File: src/hw/rtl/sab_pkg.sv
package sab_pkg;

    localparam int DATA_W        = 32;
    localparam int POS_W         = 10;
    localparam int IDX_W         = 10;
    localparam int LEN_W         = 11;
    localparam int MODE_W        = 2;
    localparam int DEPTH_DEFAULT = 1024;

    typedef enum logic {
        ACT_WRITE  = 1'b0,
        ACT_SEARCH = 1'b1
    } t_action;

    // Code 3 carries no meaning and falls back to any-match
    typedef enum logic [MODE_W-1:0] {
        MODE_ANY   = 2'd0,
        MODE_FIRST = 2'd1,
        MODE_LAST  = 2'd2
    } t_mode;

endpackage

File: src/hw/rtl/sab_ctrl.sv
module sab_ctrl #(
    parameter int DEPTH = sab_pkg::DEPTH_DEFAULT
) (
    input  logic                         i_clk,
    input  logic                         i_rst_n,
    input  logic                         i_start,
    input  logic [sab_pkg::MODE_W-1:0]   i_mode,
    input  logic [sab_pkg::DATA_W-1:0]   i_key,
    input  logic [$clog2(DEPTH+1)-1:0]   i_len,
    output logic                         o_busy,
    output logic                         o_rd_en,
    output logic [$clog2(DEPTH)-1:0]     o_rd_addr,
    input  logic [sab_pkg::DATA_W-1:0]   i_rd_data,
    output logic                         o_valid,
    output logic                         o_found,
    output logic [sab_pkg::IDX_W-1:0]    o_index
);

    import sab_pkg::*;

    localparam int AW = $clog2(DEPTH);
    localparam int LW = $clog2(DEPTH + 1);

    typedef enum logic [1:0] {
        S_IDLE,
        S_PROBE,
        S_CHECK
    } t_state;

    t_state              r_state, n_state;
    logic [LW-1:0]       r_lo, n_lo;
    logic [LW-1:0]       r_hi, n_hi;       // exclusive upper bound
    logic [AW-1:0]       r_mid, n_mid;
    logic [AW-1:0]       r_where, n_where;
    logic                r_hit, n_hit;
    logic [DATA_W-1:0]   r_key, n_key;
    logic [MODE_W-1:0]   r_mode, n_mode;
    logic                r_valid, n_valid;
    logic                r_found, n_found;
    logic [IDX_W-1:0]    r_index, n_index;

    logic [LW:0]         w_sum;
    logic [AW-1:0]       w_mid;
    logic [LW-1:0]       w_mid_inc;
    logic                w_eq;
    logic                w_gt;

    // Midpoint of the inclusive range [lo, hi-1], rounded down
    assign w_sum     = (LW+1)'(r_lo) + (LW+1)'(r_hi) - (LW+1)'(1);
    assign w_mid     = AW'(w_sum >> 1);
    assign w_mid_inc = LW'(r_mid) + LW'(1);
    assign w_eq      = (i_rd_data == r_key);
    assign w_gt      = ($signed(i_rd_data) > $signed(r_key));

    always_comb begin
        n_state   = r_state;
        n_lo      = r_lo;
        n_hi      = r_hi;
        n_mid     = r_mid;
        n_where   = r_where;
        n_hit     = r_hit;
        n_key     = r_key;
        n_mode    = r_mode;
        n_valid   = 1'b0;
        n_found   = r_found;
        n_index   = r_index;
        o_rd_en   = 1'b0;
        o_rd_addr = w_mid;

        unique case (r_state)
            S_IDLE: begin
                if (i_start) begin
                    n_lo    = '0;
                    n_hi    = i_len;
                    n_hit   = 1'b0;
                    n_where = '0;
                    n_key   = i_key;
                    n_mode  = i_mode;
                    n_state = S_PROBE;
                end
            end
            S_PROBE: begin
                if (r_lo < r_hi) begin
                    o_rd_en = 1'b1;
                    n_mid   = w_mid;
                    n_state = S_CHECK;
                end else begin
                    n_valid = 1'b1;
                    n_found = r_hit;
                    n_index = r_hit ? IDX_W'(r_where) : '0;
                    n_state = S_IDLE;
                end
            end
            S_CHECK: begin
                n_state = S_PROBE;
                if (w_eq) begin
                    n_hit   = 1'b1;
                    n_where = r_mid;
                    case (r_mode)
                        MODE_FIRST: n_hi = LW'(r_mid);
                        MODE_LAST:  n_lo = w_mid_inc;
                        default: begin
                            // any match: stop at this probe
                            n_valid = 1'b1;
                            n_found = 1'b1;
                            n_index = IDX_W'(r_mid);
                            n_state = S_IDLE;
                        end
                    endcase
                end else if (w_gt) begin
                    n_hi = LW'(r_mid);
                end else begin
                    n_lo = w_mid_inc;
                end
            end
            default: n_state = S_IDLE;
        endcase
    end

    always_ff @(posedge i_clk) begin
        if (!i_rst_n) begin
            r_state <= S_IDLE;
            r_valid <= 1'b0;
        end else begin
            r_state <= n_state;
            r_valid <= n_valid;
        end
        r_lo    <= n_lo;
        r_hi    <= n_hi;
        r_mid   <= n_mid;
        r_where <= n_where;
        r_hit   <= n_hit;
        r_key   <= n_key;
        r_mode  <= n_mode;
        r_found <= n_found;
        r_index <= n_index;
    end

    assign o_busy  = (r_state != S_IDLE);
    assign o_valid = r_valid;
    assign o_found = r_found;
    assign o_index = r_index;

endmodule

File: config.mk
export PLATFORM = sky130hd
export DESIGN_NAME = sab_ctrl
export DESIGN_NICKNAME = d
export VERILOG_FILES = /design/src/hw/rtl/sab_pkg.sv /design/src/hw/rtl/sab_ctrl.sv
export SDC_FILE = /design/constraint.sdc
export NUM_CORES = 1
export LEC_CHECK = 0
export BUFFER_PORTS_ARGS = -buffer_cell sky130_fd_sc_hd__buf_2
export CORE_UTILIZATION = 45
export DETAILED_ROUTE_END_ITERATION = 10
export PLACE_DENSITY = 0.66
export REMOVE_ABC_BUFFERS = 1
export SLEW_MARGIN = 20
export SYNTH_ARGS = -nofsm -noshare
export SYNTH_HDL_FRONTEND = slang
export SYNTH_SLANG_ARGS = --single-unit
export TNS_END_PERCENT = 50
File: constraint.sdc
create_clock -name i_clk -period 4.1 [get_ports i_clk]
set_input_delay 0.205 -clock i_clk [delete_from_list [all_inputs] [get_ports i_clk]]
set_output_delay 0.205 -clock i_clk [all_outputs]
set_load 0.02 [all_outputs]
==> qor.txt <==
Routed WL: 9840 um
Final GP Congestion: 0.822
Worst EP arrival: 3060 ps
CTS tree: yes
Slew HR: 54.3%
Clk pwr share: 21.3%
Synth-to-Final Area Change: 21.2%
Setup Buffers After CTS: 0
Psw: 0.00105 W
full die area: 11600 sq um
number of detailed-routing iterations run before antenna repair: 4
Tot GR Track Use: 17.8%
Synth Flop Type: edfxtp_1
max-cap violations: 0
DP HPWL: 7670 um
Power Density: 504 nW/um^2
status: complete, no violations
layout cells sized above 1: 23.2%
post-synth top area share: 52.6%
clock root cell: clkbuf_8
EDFF count, synth: 88
Tcrit/Tclk final: 79.6%
sw frac: 34.1%
Leakage: 2.91 nW
min-delay src: i_key[27]
RSZ-0062 raised after global routing: false
FMAX: 306 MHz
initial antenna violation count: 0
crit path launch: r_hi[2]
Top Layer Used: met4
synth top area cells: edfxtp_1 53%, ha_1 17%, inv_1 5.8%
Util after Layout: 56.2%
total power: 0.00307 W
vias per cell: 4.94
RR Startpoint: r_state[0]
Mapped Area: 5030 sq um
Final ANT Viol Nets: 0
Slew @ Worst Pin: 685 ps
IO Pins: 104
Comb pwr share: 36.1%
die height: 108 um
Seq/Total Area, Yosys: 53.8%
Final min period: 3270 ps
Peak supply drop: 0.268 mV
Clock Sinks: 91
filler cell count: 922
number of cell rows: 38
vias in the first global route: 3483
CP max FO: 2
H-tree levels: 3
Clock Tree Buf Depth: 2
CP required: 3890 ps
setup violators final: 0
internal power: 0.00202 W
DR iter-0 viols: 117
CORE AREA: 10800 sq um
Worst-Skew Late Latency: 350 ps
via count: 3446
initial core utilization: 46.4%
global-route wire length before repair: 15700 um
post-synthesis register bit count: 91
post-route setup TNS: 0 ps
Synth warnings: 0
biggest area consumer among synthesized cells: edfxtp_1
Routed wire per std cell: 14.1 um
asr flop ratio synth: 0%
ant diodes: 0
number of port buffers: 103
Synth cell types: 43
Cell Area, Placed: 5730 sq um
global route total overflow: 0
final instance area: 6090 sq um
Chip Width: 108 um
met2 WL post-DR: 4990 um
largest net degree at the start of global routing: 23
HP Class: in -> reg
CTS clk-pin slew, worst paths: 90 ps
Flop pwr share: 42.5%
final clock skew: 3.71 ps
fin. max-slew vios: 0
crit path kind: reg -> out
final net count: 700
crit end category: output pin
Syn Inst Count: 423
Worst Setup Start Kind: flop
met3 wire length: 450 um
synthesized area per cell: 11.9 sq um
endpoints failing hold: 0
Post-route DRC: 0
Met1 Wirelength: 4220 um
cts bufs inserted: 9
[through the flow]
step                      hold WS, ps  instances  setup slack [ps]
after global placement            381        666              1260
after floorplan                   304        419              1190
after CTS                       0.327        696               799
after detailed placement          383        666              1220
final                            23.1        697               835
after global routing            0.485        697               641
[metal layers]
layer  track usage [%]  vias to the layer above
met4              7.63                        0
met1              21.0                     1613
met5                 0                        -
li1                  -                     1733
met3              3.33                       13
met2              31.5                       87
[cell families after synthesis]
kind of cell / synth area share [%]
flops: 53.8
fa+ha+maj: 17.1
simple gates: 10.1
compound gates: 9.58
xor+xnor: 3.14
mux: 0.199
buf+inv: 6.12
[synthesized netlist by cell type, drive strengths merged, types with 5 or more instances]
library cell  number
edfxtp            88
inv               78
ha                67
a21o              27
a21oi             22
and2              14
nand2             14
nand3             14
nor2              14
xnor2              9
xor2               9
nand4              7
o21ai              7
nor2b              6
nor3               5
[worst max-delay path, stage by stage, from the launching register on]
cell      delay [ps]
edfxtp_1         350
inv_1             60
ha_1             310
inv_1             60
ha_1             290
a21o_1           190
a21oi_2          170
o21ai_1          120
or4_4            430
a41o_1           230
a21oi_2          140
xnor2_1          150
buf_2            200
[sequential cells by signal, summed over array words and instances, names as in the netlist, 2 cells and up]
register / count
r_mode: 2
r_hi: 11
r_where: 10
r_key: 32
o_index: 10
r_lo: 11
r_mid: 10
r_state: 2
[cells in the final DEF (no fill, tap or decap), types with 3 or more instances in the layout]
master | synthesis | layout
a21boi_0 | 3 | 3
a21o_1 | 27 | 27
a21oi_1 | 20 | 20
and2_1 | 14 | 14
and3_1 | 4 | 4
buf_2 | 0 | 103
buf_4 | 0 | 4
clkbuf_1 | 4 | 3
clkbuf_8 | 0 | 9
dfxtp_1 | 3 | 3
dlygate4sd3_1 | 0 | 15
edfxtp_1 | 88 | 88
ha_1 | 67 | 67
inv_1 | 78 | 78
nand2_1 | 14 | 14
nand2b_1 | 4 | 4
nand3_1 | 14 | 14
nand4_1 | 6 | 6
nor2_1 | 14 | 14
nor2b_1 | 6 | 6
nor3_1 | 4 | 4
o21ai_0 | 5 | 5
or2_2 | 3 | 3
xnor2_1 | 9 | 9
xor2_1 | 9 | 9
[final cells by class]
class	count	area, sq um	share of cell area [%]
clock buffer	12	135	2.22
clock inverter	4	75.1	1.23
inverter	78	293	4.80
multi-input combinational	250	2020	33.1
sequential	91	2700	44.4
tap	140	175	2.87
timing repair buffer	122	696	11.4
[power by group through the flow]
stage	Clock [W]	Sequential, W	Combinational, W
after floorplan	0	0.00133	0.000765
after global placement	0	0.00132	0.00108
after detailed placement	0	0.00133	0.00110
after CTS	0.000675	0.00131	0.00112
after global routing	0.000706	0.00132	0.00124
final	0.000656	0.00131	0.00111
[final timing paths]
path	depth (start not counted)	slack, ps	endpoint
setup / recovery	12	830	o_rd_addr[9]
hold / removal	1	20	r_key[27]
setup reg to reg	5	1320	r_hi[7]
hold reg to reg	1	530	o_index[8]
[timing repair]
item                      CTS  global route
hold endpoints to repair   14             1
resized for setup           0             0
hold buffers               14             1
(Power assumes the default switching activity.)
